**src/hdl/gsps_pkg.sv**
```systemverilog
package gsps_pkg;

    localparam int unsigned GRID_STEP_DEF = 7;
    localparam int unsigned STEP_W        = 8;

    localparam int unsigned IN_W    = 24;
    localparam int unsigned FRAC_W  = 8;
    localparam int unsigned TRUNC_W = 16;
    localparam int unsigned SNAP_W  = 17;
    localparam int unsigned OUT_W   = 16;

    localparam int unsigned RECIP_SHIFT = 24;

    localparam int unsigned MID_DEPTH = 8;
    localparam int unsigned MID_PTR_W = $clog2(MID_DEPTH);
    localparam int unsigned MID_CNT_W = $clog2(MID_DEPTH + 1);

    localparam int unsigned OUT_DEPTH = 4;
    localparam int unsigned OUT_PTR_W = $clog2(OUT_DEPTH);
    localparam int unsigned OUT_CNT_W = $clog2(OUT_DEPTH + 1);

    typedef struct packed {
        logic signed [SNAP_W-1:0] x;
        logic signed [SNAP_W-1:0] y;
        logic                     last;
    } t_vertex;

    typedef struct packed {
        logic             empty;
        logic [MID_CNT_W-1:0] cnt;
    } t_qstat;

endpackage

```
**src/hdl/gsps_front.sv**
```systemverilog
module gsps_front #(
    parameter int unsigned GRID_STEP = gsps_pkg::GRID_STEP_DEF
) (
    input  logic                                i_clk,
    input  logic                                i_rst_n,
    input  logic                                i_push,
    input  logic signed [gsps_pkg::IN_W-1:0]    i_x,
    input  logic signed [gsps_pkg::IN_W-1:0]    i_y,
    input  logic                                i_last,
    input  gsps_pkg::t_qstat                    i_qstat,
    output logic                                o_full,
    output logic                                o_wr,
    output gsps_pkg::t_vertex                   o_vtx
);

    localparam int unsigned InW    = gsps_pkg::IN_W;
    localparam int unsigned FracW  = gsps_pkg::FRAC_W;
    localparam int unsigned TruncW = gsps_pkg::TRUNC_W;
    localparam int unsigned SnapW  = gsps_pkg::SNAP_W;
    localparam int unsigned StepW  = gsps_pkg::STEP_W;
    localparam int unsigned Shift  = gsps_pkg::RECIP_SHIFT;
    localparam int unsigned RecipW = Shift + 1;
    localparam int unsigned ProdW  = TruncW + RecipW;
    localparam int unsigned MulW   = TruncW + StepW;
    localparam int unsigned CntW   = gsps_pkg::MID_CNT_W;

    localparam logic [StepW-1:0]  Step  = StepW'(GRID_STEP);
    localparam logic [RecipW-1:0] Recip = RecipW'((64'd1 << Shift) / GRID_STEP);
    localparam logic [InW-1:0]    Half  = InW'((1 << (FracW - 1)) * GRID_STEP);

    // lane 0 is x, lane 1 is y
    logic signed [InW-1:0] s0_v   [2];
    logic [InW-1:0]        s0_mag [2];
    logic [InW-1:0]        s0_sum [2];
    logic                  accept;

    logic [TruncW-1:0] r1_t   [2];
    logic              r1_neg [2];
    logic              r1_last;
    logic              r1_v;

    logic [ProdW-1:0]  r2_prod [2];
    logic [TruncW-1:0] r2_t    [2];
    logic              r2_neg  [2];
    logic              r2_last;
    logic              r2_v;

    logic [TruncW-1:0] s2_q  [2];
    logic [MulW-1:0]   s2_qs [2];

    logic [TruncW-1:0] r3_qs  [2];
    logic [TruncW-1:0] r3_t   [2];
    logic              r3_neg [2];
    logic              r3_last;
    logic              r3_v;

    logic [TruncW-1:0]       s3_rem  [2];
    logic                    s3_corr [2];
    logic [SnapW-1:0]        s3_mag  [2];
    logic signed [SnapW-1:0] s3_snap [2];

    logic [CntW-1:0] inflight;

    // credit: queue entries plus beats still in the snap pipe never exceed the queue depth
    always_comb begin
        inflight = CntW'(r1_v) + CntW'(r2_v) + CntW'(r3_v);
        o_full   = (i_qstat.cnt + inflight) >= CntW'(gsps_pkg::MID_DEPTH);
        accept   = i_push && !o_full;
    end

    always_comb begin
        s0_v[0] = i_x;
        s0_v[1] = i_y;
        for (int l = 0; l < 2; l++) begin
            s0_mag[l] = s0_v[l][InW-1] ? InW'(-s0_v[l]) : InW'(s0_v[l]);
            s0_sum[l] = s0_mag[l] + Half;
        end
    end

    always_comb begin
        for (int l = 0; l < 2; l++) begin
            s2_q[l]  = r2_prod[l][Shift +: TruncW];
            s2_qs[l] = MulW'(s2_q[l]) * MulW'(Step);
        end
    end

    // reciprocal estimate is at most one low: one compare fixes it
    always_comb begin
        for (int l = 0; l < 2; l++) begin
            s3_rem[l]  = r3_t[l] - r3_qs[l];
            s3_corr[l] = s3_rem[l] >= TruncW'(Step);
            s3_mag[l]  = SnapW'(r3_qs[l]) + (s3_corr[l] ? SnapW'(Step) : '0);
            s3_snap[l] = r3_neg[l] ? SnapW'(-s3_mag[l]) : s3_mag[l];
        end
    end

    always_ff @(posedge i_clk) begin
        if (!i_rst_n) begin
            r1_v <= 1'b0;
            r2_v <= 1'b0;
            r3_v <= 1'b0;
        end else begin
            r1_v <= accept;
            r2_v <= r1_v;
            r3_v <= r2_v;
        end
    end

    always_ff @(posedge i_clk) begin
        for (int l = 0; l < 2; l++) begin
            r1_t[l]    <= s0_sum[l][InW-1:FracW];
            r1_neg[l]  <= s0_v[l][InW-1];
            r2_prod[l] <= ProdW'(r1_t[l]) * ProdW'(Recip);
            r2_t[l]    <= r1_t[l];
            r2_neg[l]  <= r1_neg[l];
            r3_qs[l]   <= s2_qs[l][TruncW-1:0];
            r3_t[l]    <= r2_t[l];
            r3_neg[l]  <= r2_neg[l];
        end
        r1_last <= i_last;
        r2_last <= r1_last;
        r3_last <= r2_last;
    end

    assign o_wr       = r3_v;
    assign o_vtx.x    = s3_snap[0];
    assign o_vtx.y    = s3_snap[1];
    assign o_vtx.last = r3_last;

endmodule

```
**src/hdl/gsps_queue.sv**
```systemverilog
module gsps_queue (
    input  logic              i_clk,
    input  logic              i_rst_n,
    input  logic              i_wr,
    input  gsps_pkg::t_vertex i_vtx,
    input  logic              i_rd,
    output gsps_pkg::t_qstat  o_qstat,
    output gsps_pkg::t_vertex o_vtx
);

    localparam int unsigned Depth = gsps_pkg::MID_DEPTH;
    localparam int unsigned PtrW  = gsps_pkg::MID_PTR_W;
    localparam int unsigned CntW  = gsps_pkg::MID_CNT_W;

    gsps_pkg::t_vertex r_mem [Depth];
    logic [PtrW-1:0]   r_wptr;
    logic [PtrW-1:0]   r_rptr;
    logic [CntW-1:0]   r_cnt;

    always_ff @(posedge i_clk) begin
        if (i_wr) begin
            r_mem[r_wptr] <= i_vtx;
        end
    end

    always_ff @(posedge i_clk) begin
        if (!i_rst_n) begin
            r_wptr <= '0;
            r_rptr <= '0;
            r_cnt  <= '0;
        end else begin
            if (i_wr) begin
                r_wptr <= r_wptr + PtrW'(1);
            end
            if (i_rd) begin
                r_rptr <= r_rptr + PtrW'(1);
            end
            r_cnt <= r_cnt + CntW'(i_wr) - CntW'(i_rd);
        end
    end

    assign o_vtx         = r_mem[r_rptr];
    assign o_qstat.cnt   = r_cnt;
    assign o_qstat.empty = (r_cnt == '0);

    // the front's credit check must keep a full queue from being written
    a_no_overflow: assert property (@(posedge i_clk) disable iff (!i_rst_n)
        i_wr |-> (r_cnt < CntW'(Depth)))
        else $error("mid queue written while full");

endmodule

```
**src/hdl/gsps_back.sv**
```systemverilog
module gsps_back (
    input  logic                               i_clk,
    input  logic                               i_rst_n,
    input  logic                               i_valid,
    input  gsps_pkg::t_vertex                  i_vtx,
    output logic                               o_take,
    input  logic                               i_pop,
    output logic                               o_empty,
    output logic signed [gsps_pkg::OUT_W-1:0]  o_x,
    output logic signed [gsps_pkg::OUT_W-1:0]  o_y,
    output logic                               o_last
);

    localparam int unsigned SnapW = gsps_pkg::SNAP_W;
    localparam int unsigned OutW  = gsps_pkg::OUT_W;
    localparam int unsigned Depth = gsps_pkg::OUT_DEPTH;
    localparam int unsigned PtrW  = gsps_pkg::OUT_PTR_W;
    localparam int unsigned CntW  = gsps_pkg::OUT_CNT_W;

    localparam logic signed [SnapW-1:0] SatHi = SnapW'((1 << (OutW - 1)) - 1);
    localparam logic signed [SnapW-1:0] SatLo = -SatHi;

    typedef enum logic [2:0] {
        PH_IDLE = 3'b001,
        PH_KEPT = 3'b010,
        PH_PEND = 3'b100
    } t_phase;

    typedef struct packed {
        logic signed [OutW-1:0] x;
        logic signed [OutW-1:0] y;
        logic                   last;
    } t_result;

    function automatic logic signed [OutW-1:0] sat_out(input logic signed [SnapW-1:0] v);
        logic signed [SnapW-1:0] c;
        c = v;
        if (v > SatHi) begin
            c = SatHi;
        end else if (v < SatLo) begin
            c = SatLo;
        end
        return c[OutW-1:0];
    endfunction

    t_phase                  r_phase, n_phase;
    logic signed [SnapW-1:0] r_kept_x, n_kept_x;
    logic signed [SnapW-1:0] r_kept_y, n_kept_y;
    logic signed [SnapW-1:0] r_pend_x, n_pend_x;
    logic signed [SnapW-1:0] r_pend_y, n_pend_y;

    t_result         r_oq [Depth];
    logic [PtrW-1:0] r_wptr;
    logic [PtrW-1:0] r_rptr;
    logic [CntW-1:0] r_cnt;

    logic            drop;
    logic            emit_pend;
    logic            emit_cur;
    logic            cur_last;
    t_result         res_pend;
    t_result         res_cur;
    t_result         wr_first;
    logic [1:0]      n_push;
    logic            pop_ok;

    // two free slots cover the worst case of a pending vertex plus the final one
    assign o_take = i_valid && (r_cnt <= CntW'(Depth - 2));
    assign pop_ok = i_pop && !o_empty;

    always_comb begin
        n_phase   = r_phase;
        n_kept_x  = r_kept_x;
        n_kept_y  = r_kept_y;
        n_pend_x  = r_pend_x;
        n_pend_y  = r_pend_y;
        emit_pend = 1'b0;
        emit_cur  = 1'b0;
        cur_last  = i_vtx.last;
        drop      = ((r_kept_x == r_pend_x) && (i_vtx.x == r_pend_x)) ||
                    ((r_kept_y == r_pend_y) && (i_vtx.y == r_pend_y));
        if (o_take) begin
            unique case (r_phase)
                PH_KEPT: begin
                    if (i_vtx.last) begin
                        emit_cur = 1'b1;
                        n_phase  = PH_IDLE;
                    end else begin
                        n_pend_x = i_vtx.x;
                        n_pend_y = i_vtx.y;
                        n_phase  = PH_PEND;
                    end
                end
                PH_PEND: begin
                    if (!drop) begin
                        emit_pend = 1'b1;
                        n_kept_x  = r_pend_x;
                        n_kept_y  = r_pend_y;
                    end
                    if (i_vtx.last) begin
                        emit_cur = 1'b1;
                        n_phase  = PH_IDLE;
                    end else begin
                        n_pend_x = i_vtx.x;
                        n_pend_y = i_vtx.y;
                    end
                end
                default: begin
                    // idle, and any stray code, starts a new polyline
                    emit_cur = 1'b1;
                    if (i_vtx.last) begin
                        n_phase = PH_IDLE;
                    end else begin
                        n_kept_x = i_vtx.x;
                        n_kept_y = i_vtx.y;
                        n_phase  = PH_KEPT;
                    end
                end
            endcase
        end
    end

    always_comb begin
        res_pend.x    = sat_out(r_pend_x);
        res_pend.y    = sat_out(r_pend_y);
        res_pend.last = 1'b0;
        res_cur.x     = sat_out(i_vtx.x);
        res_cur.y     = sat_out(i_vtx.y);
        res_cur.last  = cur_last;
        wr_first      = emit_pend ? res_pend : res_cur;
        n_push        = 2'(emit_pend) + 2'(emit_cur);
    end

    always_ff @(posedge i_clk) begin
        if (n_push != 2'd0) begin
            r_oq[r_wptr] <= wr_first;
        end
        if (n_push == 2'd2) begin
            r_oq[r_wptr + PtrW'(1)] <= res_cur;
        end
    end

    always_ff @(posedge i_clk) begin
        if (!i_rst_n) begin
            r_phase  <= PH_IDLE;
            r_kept_x <= '0;
            r_kept_y <= '0;
            r_pend_x <= '0;
            r_pend_y <= '0;
            r_wptr   <= '0;
            r_rptr   <= '0;
            r_cnt    <= '0;
        end else begin
            r_phase  <= n_phase;
            r_kept_x <= n_kept_x;
            r_kept_y <= n_kept_y;
            r_pend_x <= n_pend_x;
            r_pend_y <= n_pend_y;
            r_wptr   <= r_wptr + PtrW'(n_push);
            if (pop_ok) begin
                r_rptr <= r_rptr + PtrW'(1);
            end
            r_cnt <= r_cnt + CntW'(n_push) - CntW'(pop_ok);
        end
    end

    assign o_empty = (r_cnt == '0);
    assign o_x     = r_oq[r_rptr].x;
    assign o_y     = r_oq[r_rptr].y;
    assign o_last  = r_oq[r_rptr].last;

    a_cnt_bound: assert property (@(posedge i_clk) disable iff (!i_rst_n)
        r_cnt <= CntW'(Depth))
        else $error("result queue count beyond depth");

    a_last_idle: assert property (@(posedge i_clk) disable iff (!i_rst_n)
        (o_take && i_vtx.last) |=> (r_phase == PH_IDLE))
        else $error("end vertex did not close the polyline");

    a_first_emitted: assert property (@(posedge i_clk) disable iff (!i_rst_n)
        (o_take && (r_phase == PH_IDLE)) |=> !o_empty)
        else $error("first vertex of a polyline not emitted");

endmodule

```
**src/hdl/grid_snap_polyline_simplifier.sv**
```systemverilog
// Snaps polyline vertices (24-bit signed, 8 fraction bits) to the nearest multiple of
// GRID_STEP, rounding half away from zero, and drops a vertex that lines up in x or in y
// with both snapped neighbours; the first and last vertices always come out, the last with
// last_out set. One vertex is taken per cycle while full is low. A vertex passes through
// the snap pipeline (reciprocal multiply, multiply-back, one-step correction) and
// through the vertex queue and the simplifier before its result can show on the output
// side. A vertex yields zero, one or two beats, and the output side hands out one beat
// per cycle while popped, so a run of two-beat vertices (short polylines) is paced by
// the output port; the simplifier takes a vertex only while two output slots are free.
module grid_snap_polyline_simplifier #(
    parameter int unsigned GRID_STEP = gsps_pkg::GRID_STEP_DEF
) (
    input  logic                               i_clk,
    input  logic                               i_rst_n,
    input  logic                               push,
    output logic                               full,
    input  logic signed [gsps_pkg::IN_W-1:0]   i_x_in,
    input  logic signed [gsps_pkg::IN_W-1:0]   i_y_in,
    input  logic                               i_last_in,
    output logic                               empty,
    input  logic                               pop,
    output logic signed [gsps_pkg::OUT_W-1:0]  o_x_out,
    output logic signed [gsps_pkg::OUT_W-1:0]  o_y_out,
    output logic                               o_last_out
);

    logic              fe_wr;
    gsps_pkg::t_vertex fe_vtx;
    gsps_pkg::t_qstat  q_stat;
    gsps_pkg::t_vertex q_vtx;
    logic              be_take;

    gsps_front #(
        .GRID_STEP (GRID_STEP)
    ) u_front (
        .i_clk   (i_clk),
        .i_rst_n (i_rst_n),
        .i_push  (push),
        .i_x     (i_x_in),
        .i_y     (i_y_in),
        .i_last  (i_last_in),
        .i_qstat (q_stat),
        .o_full  (full),
        .o_wr    (fe_wr),
        .o_vtx   (fe_vtx)
    );

    gsps_queue u_queue (
        .i_clk   (i_clk),
        .i_rst_n (i_rst_n),
        .i_wr    (fe_wr),
        .i_vtx   (fe_vtx),
        .i_rd    (be_take),
        .o_qstat (q_stat),
        .o_vtx   (q_vtx)
    );

    gsps_back u_back (
        .i_clk   (i_clk),
        .i_rst_n (i_rst_n),
        .i_valid (!q_stat.empty),
        .i_vtx   (q_vtx),
        .o_take  (be_take),
        .i_pop   (pop),
        .o_empty (empty),
        .o_x     (o_x_out),
        .o_y     (o_y_out),
        .o_last  (o_last_out)
    );

endmodule

```
**config.mk**
```make
export PLATFORM = sky130hd
export DESIGN_NAME = grid_snap_polyline_simplifier
export DESIGN_NICKNAME = d
export VERILOG_FILES = /design/src/hdl/gsps_pkg.sv /design/src/hdl/gsps_front.sv /design/src/hdl/gsps_queue.sv /design/src/hdl/gsps_back.sv /design/src/hdl/grid_snap_polyline_simplifier.sv
export SDC_FILE = /design/constraint.sdc
export NUM_CORES = 1
export LEC_CHECK = 0
export BUFFER_PORTS_ARGS = -buffer_cell sky130_fd_sc_hd__buf_2
export CORE_MARGIN = 8
export CORE_UTILIZATION = 32
export CTS_BUF_LIST = sky130_fd_sc_hd__clkbuf_8
export CTS_CLUSTER_DIAMETER = 40
export DETAILED_ROUTE_END_ITERATION = 7
export GPL_TIMING_DRIVEN = 0
export PLACE_DENSITY = 0.43
export REMOVE_ABC_BUFFERS = 1
export SETUP_SLACK_MARGIN = 0.05
export SYNTH_ARGS = -nofsm -noshare
export SYNTH_HDL_FRONTEND = slang
export SYNTH_SLANG_ARGS = --single-unit
```
**constraint.sdc**
```tcl
create_clock -name i_clk -period 12 [get_ports i_clk]
set_clock_uncertainty 0.1 [all_clocks]
set_input_delay 0.6 -clock i_clk [delete_from_list [all_inputs] [get_ports i_clk]]
set_output_delay 0.6 -clock i_clk [all_outputs]
set_load 0.1 [all_outputs]
```
==> results of run 1 <==
sequential cells by signal, summed over array words and instances (netlist names), 17 cells and up, named ones only:
| register | flops |
|---|---|
| u_back.r_kept_y | 17 |
| u_back.r_pend_y | 17 |
| u_queue.r_mem | 280 |
| u_front.r1_t | 32 |
| u_back.r_oq | 132 |
| u_front.r2_prod | 34 |
| u_back.r_pend_x | 17 |
| u_front.r3_t | 32 |
| u_back.r_kept_x | 17 |
| u_front.r3_qs | 32 |
| u_front.r2_t | 26 |
stage by stage:
step	setup slack [ps]	util, %	total power, mW	cell area [um^2]
after floorplan	4321	-	8.706	36320
after global placement	-282.1	33.75	10.31	38640
after detailed placement	5107	34.50	10.45	39500
after CTS	5022	37.00	12.87	42360
after global routing	4421	37.00	13.75	42370
final	5073	37.00	12.60	42370
placed cells by master (no fill, tap or decap), types with 19 or more instances in the layout:
cell type and instances:
edfxtp_1 412, ha_1 261, dfxtp_1 256, inv_1 255, nand2_1 221, xnor2_1 178, mux2i_1 178, clkbuf_8 146
o21ai_0 129, nor2_1 123, mux4_2 104, fa_1 101, a21oi_1 98, buf_2 86, xor2_1 69, nand3_1 49
nor3_1 39, nor2b_1 29, nand4_1 29, o211a_1 26, a21o_1 24, nor4_1 24, and2_1 23, or3_1 20
nand2b_1 20, mux2_2 20, clkinv_1 19
path summary, 6_finish.rpt:
path / startpoint / to / slack, ps / depth (start not counted)
max: u_front.r3_qs[0][1]$_DFF_P_ / u_queue.r_mem[0][34]$_DFFE_PP_ / 5070 / 22
min: i_y_in[16] / u_front.r1_t[0][24]$_DFF_P_ / 90 / 3
max reg2reg: u_front.r3_qs[0][1]$_DFF_P_ / u_queue.r_mem[0][34]$_DFFE_PP_ / 5070 / 22
min reg2reg: u_front.r1_last$_DFF_P_ / u_front.r2_last$_DFF_P_ / 220 / 0
layer usage:
metal  routed length, um  vias to the layer above  track usage, %
li1                    -                    11267               -
met1               37440                    11379           16.31
met2               42770                      445           24.02
met3                3371                      144           2.537
met4                1907                        0           4.287
met5                   0                        -               0
critical path: stages, from the launching register on:
cell and delay (ps):
dfxtp_1 470, inv_1 80, ha_1 280, nor2b_1 130, o21ai_0 160, nand2b_1 130, a2111oi_0 840, o21ai_0 230
o41ai_1 510, o21ai_0 220, mux2i_1 160, o211ai_1 260, ha_1 290, fa_1 210, a21o_1 180, nor4b_1 640
o211ai_1 180, o21ai_0 120, a32oi_1 100, nand2b_1 200, or2_2 290, o31ai_1 270, xor2_1 570
cells by family after synthesis:
group | share of synthesized area [%]
AO/OA/AOI/OAI | 7.293
adder cells (fa/ha/maj) | 14.49
buffers and inverters | 4.054
XOR/XNOR | 5.851
AND/OR/NAND/NOR | 8.501
multiplexers | 12.22
flip-flops | 47.59
area by class of cell:
cell class | count | area share, %
clock inverter | 99 | 1.607
antenna | 1 | 0.005907
multi-input combinational | 1993 | 42.54
inverter | 224 | 1.988
clock buffer | 146 | 4.743
sequential | 673 | 41.57
tap | 1512 | 4.465
timing repair buffer | 138 | 3.074
power groups by stage:
stage | clock network [mW] | registers [mW] | logic, mW
finish | 2.29 | 3.62 | 6.68
global placement | 0 | 3.76 | 6.54
CTS | 2.39 | 3.64 | 6.83
detailed placement | 0 | 3.69 | 6.76
global route | 2.50 | 3.69 | 7.56
floorplan | 0 | 3.59 | 5.11
==> results.json, run 1 <==
{
  "hold_class": "primary input to flop",
  "synth_cell_types": 81,
  "fin_cells": 4786,
  "dp.cells": 4523,
  "internal-power_mw": 7.185,
  "critPathKind": "flop to flop",
  "postCtsSetupBuffers": 0,
  "die-height_um": 355.9,
  "ir_drop_mv": 0.1435,
  "startpoint_type": "flop",
  "drc": 0,
  "final_nets": 3580,
  "io_pins": 88,
  "seq_area_um2": 17610,
  "synth_common_cells": "edfxtp_1 (412), dfxtp_1 (261), ha_1 (261)",
  "core_area_um2": 114500,
  "syn_avg_cell_area_um2": 12.25,
  "finalHoldViolCount": 0,
  "initial_core_util_pct": 32.29,
  "ys.flop_type": "edfxtp_1",
  "synthArstFlopShare_pct": 0,
  "powerDensity_nw_per_um2": 297.4,
  "worstPathMaxFanout": 8,
  "port_buffers": 87,
  "postCtsHoldBufs": 17,
  "drv_cap": 0,
  "max_freq_mhz": 144.4,
  "seq_power_share_pct": 28.7,
  "firstDrtPassIters": 5,
  "p_sw_mw": 5.414,
  "end_kind": "flop",
  "hold_ws_ps": 91.95,
  "drive_above_1_share_pct": 15.06,
  "synth.area.top_cells": "edfxtp_1 (33%), dfxtp_1 (14%), ha_1 (8.8%)",
  "num_vias": 23235,
  "clkTransAtPathRegs_ps": 60,
  "drv_slew": 0,
  "ant_nets": 0,
  "groute.usage.overall_pct": 13.46,
  "switching_share_pct": 42.97,
  "cts_max_level": 4,
  "yosys_warnings": 0,
  "wl_per_cell_um": 17.86,
  "grt_max_degree": 84,
  "fill_cells": 11068,
  "finalCritPeriodShare_pct": 57.73,
  "grt_pass1_wl_um": 136000,
  "synth_top_area_cell": "edfxtp_1",
  "status": "finished, final reports clean",
  "clockRootBuffer": "clkbuf_8",
  "clkPwrFrac_pct": 18.2,
  "critical_path_arrival_ps": 7300,
  "maxSlewHeadroom_pct": 10.04,
  "clock_latency_ps": 780,
  "row_count": 124,
  "grt_pass1_vias": 24742,
  "gr-total-overflow": 0,
  "synth-seq-cells": 673,
  "setup_viol": 0,
  "fp.dieW_um": 355.9,
  "yosysSeqAreaShare_pct": 47.59,
  "synth_top_area_share_pct": 33.46,
  "p_comb_share_pct": 53.1,
  "fin_crit_ps": 6927,
  "antenna_found_initial": 1,
  "detail_route.wirelength_um": 85490,
  "die_area_um2": 126700,
  "syn-cell-area_um2": 36970,
  "dp.final_hpwl_um": 62640,
  "required_ps": 12370,
  "p_leak_nw": 16.10,
  "synth_edf_count": 412,
  "tns_ps": 0,
  "cts_made_buffers": 135,
  "area_delta_synth_final_pct": 14.58,
  "gp_congestion": 0.8119,
  "multiInputGateArea_um2": 18020,
  "postCtsResizedCells": 0,
  "synth_cells": 3019,
  "clockBufferDepth": 3,
  "cts_num_sinks": 673,
  "vias_per_cell": 4.855,
  "yosysMostFrequentCell": "edfxtp_1",
  "tritoncts": "yes",
  "max_slew.worst_pin.slew_ps": 1331,
  "rsz0062_at_grt": "false",
  "dr.first_iter.drc_count": 1052
}
No activity file was read; power rests on OpenSTA's default activity.
==> run 2: changes to the inputs <==
--- a/config.mk
+++ b/config.mk
@@ -5,6 +5,7 @@
 export SDC_FILE = /design/constraint.sdc
 export NUM_CORES = 1
 export LEC_CHECK = 0
+export ABC_AREA = 1
 export BUFFER_PORTS_ARGS = -buffer_cell sky130_fd_sc_hd__buf_2
 export CORE_MARGIN = 8
 export CORE_UTILIZATION = 32
@@ -12,7 +13,7 @@
 export CTS_CLUSTER_DIAMETER = 40
 export DETAILED_ROUTE_END_ITERATION = 7
 export GPL_TIMING_DRIVEN = 0
-export PLACE_DENSITY = 0.43
+export PLACE_DENSITY = 0.45
 export REMOVE_ABC_BUFFERS = 1
 export SETUP_SLACK_MARGIN = 0.05
 export SYNTH_ARGS = -nofsm -noshare
==> constraint.sdc (replaced) <==
create_clock -name i_clk -period 6.33 [get_ports i_clk]
set_clock_uncertainty 0.1 [all_clocks]
set_input_delay 0.3165 -clock i_clk [delete_from_list [all_inputs] [get_ports i_clk]]
set_output_delay 0.3165 -clock i_clk [all_outputs]
set_load 0.1 [all_outputs]
==> run 2 against run 1 <==
Against the previous run: sequential cell count is the same; combinational power grew 130%; first-iteration DRC count grew 36%; register-to-register slack lost 4300 ps; final cell count grew 39%; count of clock-buffer cells in the layout shrank 5; synthesized cell count grew 57%; critical path depth grew 7; via count grew 33%; critical endpoint is now u_queue.r_mem[5][15]$_DFFE_PP_; largest cell class unchanged.
==> results.json, run 2 <==
{
  "status": "finished, final reports clean",
  "final_nets": 5329,
  "fin_crit_ps": 5564,
  "clkTransAtPathRegs_ps": 60,
  "die_area_um2": 135200,
  "synth_edf_count": 412,
  "firstDrtPassIters": 7,
  "groute.usage.overall_pct": 15.12,
  "largest_reg_flops": 280,
  "row_count": 129,
  "gr-total-overflow": 0,
  "finalHoldViolCount": 0,
  "clockBufferDepth": 3,
  "yosysSeqAreaShare_pct": 44.45,
  "max_freq_mhz": 179.7,
  "synthArstFlopShare_pct": 0,
  "p_sw_mw": 12.93,
  "ir_drop_mv": 0.3796,
  "p_leak_nw": 20.75,
  "utilization_pct": 37.28,
  "r2r_setup_slack_ps": 770,
  "die-height_um": 367.7,
  "crit_path_start": "u_front.r3_qs[0][16]$_DFF_P_",
  "most-common-layout-cells": "nand2_1 (1167), inv_1 (612), nor2_1 (470)",
  "fill_cells": 12741,
  "worstPathMaxFanout": 8,
  "internal-power_mw": 14.13,
  "ant_nets": 0,
  "antenna_found_initial": 2,
  "maxSlewHeadroom_pct": 16.35,
  "final_common_cell": "nand2_1",
  "area_delta_synth_final_pct": 15.99,
  "switching_share_pct": 47.78,
  "clockRootBuffer": "clkbuf_8",
  "drv_slew": 0,
  "synth_cells": 4725,
  "drv_cap": 0,
  "syn-cell-area_um2": 39590,
  "ys.flop_type": "edfxtp_1",
  "power_mw": 27.06,
  "tns_ps": 0,
  "required_ps": 6690,
  "pre_cts_ws_ps": -38.50,
  "max_slew.worst_pin.slew_ps": 1252,
  "clkPwrFrac_pct": 17.3,
  "initial_core_util_pct": 32.14,
  "drive_above_1_share_pct": 7.315,
  "dr.first_iter.drc_count": 1431,
  "detail_route.wirelength_um": 103300,
  "tritoncts": "yes",
  "rr_worst_depth": 29,
  "regMostFlops": "u_queue.r_mem",
  "clock_latency_ps": 810,
  "synth-seq-cells": 673,
  "yosysMostFrequentCell": "nand2_1",
  "finalCritPeriodShare_pct": 87.90,
  "vias_per_cell": 4.636,
  "reg_top3": "u_queue.r_mem x280, u_back.r_oq x132, u_front.r2_prod x34",
  "rsz0062_at_grt": "false",
  "p_comb_share_pct": 57.4,
  "num_vias": 30851,
  "synth_cell_types": 44,
  "startpoint_type": "flop",
  "synth_top_area_cell": "edfxtp_1",
  "end_kind": "flop",
  "worstReg2RegStart": "u_front.r3_qs[0][16]$_DFF_P_",
  "synth_common_cells": "nand2_1 (1167), inv_1 (584), nor2_1 (479)",
  "critical_path.max_stage_delay_ps": 470,
  "grt_pass1_vias": 30631,
  "crit_path_end": "u_queue.r_mem[5][15]$_DFFE_PP_",
  "cts_max_level": 4,
  "synth.area.top_cells": "edfxtp_1 (31%), dfxtp_1 (13%), nand2_1 (11%)",
  "dp.final_hpwl_um": 74920,
  "cp_common_cell": "nand2_1",
  "syn_avg_cell_area_um2": 8.378,
  "setup_slack_ps": 766.0,
  "setup_viol": 0,
  "stdcell_area_um2": 45920,
  "core_area_um2": 123200,
  "grt_pass1_wl_um": 166500,
  "gp_congestion": 0.8104,
  "grt_max_degree": 76,
  "cp_slowest_cell": "o21ai_0",
  "port_buffers": 87,
  "critical_path_arrival_ps": 5930,
  "wl_per_cell_um": 15.52,
  "fp.dieW_um": 367.7,
  "drc": 0,
  "cts_num_sinks": 673,
  "powerDensity_nw_per_um2": 589.2,
  "cts_made_buffers": 136,
  "r2r-end": "u_queue.r_mem[5][15]$_DFFE_PP_",
  "place_area_um2": 42240,
  "critPathKind": "flop to flop",
  "synth_top_area_share_pct": 31.25,
  "yosys_warnings": 0,
  "hold_class": "primary input to flop",
  "seq_power_share_pct": 25.3,
  "io_pins": 88
}
[run 2: cell types whose count changed after synthesis, sizes merged, moves of 29 or more]
cell / delta
xor2: +51
buf: +45
nand2: +948
mux2i: -189
nor2: +348
xnor2: -122
nor2b: -29
a21oi: +106
o21ai: +143
inv: +365
nand3: +339
mux4: -104
[run 2: logic make-up after synthesis]
| group | synth area share [%] |
|---|---|
| AO/OA/AOI/OAI | 8.344 |
| buffers and inverters | 7.576 |
| XOR/XNOR | 3.894 |
| flip-flops | 44.45 |
| AND/OR/NAND/NOR | 22.37 |
| adder cells (fa/ha/maj) | 13.36 |
[run 2: worst max-delay path, delay by kind of cell, from the launching register on]
kind | cells | cell delay, ps
fa+ha+maj | 3 | 1060
flops | 1 | 360
xor+xnor | 1 | 120
simple gates | 24 | 3110
compound gates | 1 | 470
[run 2: cell type report]
cell class                 instances  area, um^2  share of cell area (%)
multi-input combinational       3299       19130                   41.66
inverter                         593        2233                   4.864
antenna                            1       2.502                0.005450
timing repair buffer             211        2044                   4.453
sequential                       673       17610                   38.35
clock inverter                   100       908.4                   1.978
tap                             1637        2048                   4.461
clock buffer                     141        1941                   4.226
[run 2: worst min path at each step]
| stage | cells after the start | end | startpoint | slack (ps) |
|---|---|---|---|---|
| finish | 7 | u_front.r1_t[0][28]$_DFF_P_ | i_y_in[16] | 110 |
| global route | 5 | u_front.r1_t[0][26]$_DFF_P_ | i_y_in[8] | 80 |
| CTS | 7 | u_front.r1_t[0][28]$_DFF_P_ | i_y_in[16] | 3 |
| detailed placement | 0 | u_front.r3_t[0][16]$_DFF_P_ | u_front.r2_prod[0][38]$_DFF_P_ | 210 |
| global placement | 0 | u_front.r3_t[0][26]$_DFF_P_ | u_front.r2_t[0][26]$_DFF_P_ | 210 |
| floorplan | 0 | u_front.r2_last$_DFF_P_ | u_front.r1_last$_DFF_P_ | 210 |
[run 2: what timing repair did]
item | CTS | global route
endpoints found under the setup margin | 32 | 165
setup buffers | 0 | 3
hold endpoints to repair | 109 | 0
cloned | 0 | 0
resized for setup | 1 | 3
pin swaps | 0 | 3
hold buffers | 79 | 0
[run 2: metrics by stage]
step / std cells / hold slack (ps)
after floorplan: 4565 / 209.6
after global routing: 6655 / 81.94
after CTS: 6651 / 3.211
final: 6655 / 108.6
after global placement: 6289 / 211.9
after detailed placement: 6331 / 212.1
[run 2: power groups by stage]
stage | Sequential, mW | Clock, mW | Combinational, mW
2_1_floorplan | 6.83 | 0 | 11.6
3_3_place_gp | 7.17 | 0 | 15.4
3_5_place_dp | 6.96 | 0 | 15.6
4_1_cts | 6.87 | 4.85 | 15.8
5_1_grt | 6.96 | 5.03 | 17.9
6_report | 6.85 | 4.69 | 15.5
[run 2: routing by layer]
layer	global-route usage (%)	vias to the layer above	share of wire, %	wire, um
li1	-	15941	-	-
met2	26.11	540	48	49780
met1	19.20	14187	46	47260
met3	2.516	181	3.6	3695
met5	0	-	0.013	13
met4	4.918	2	2.5	2533
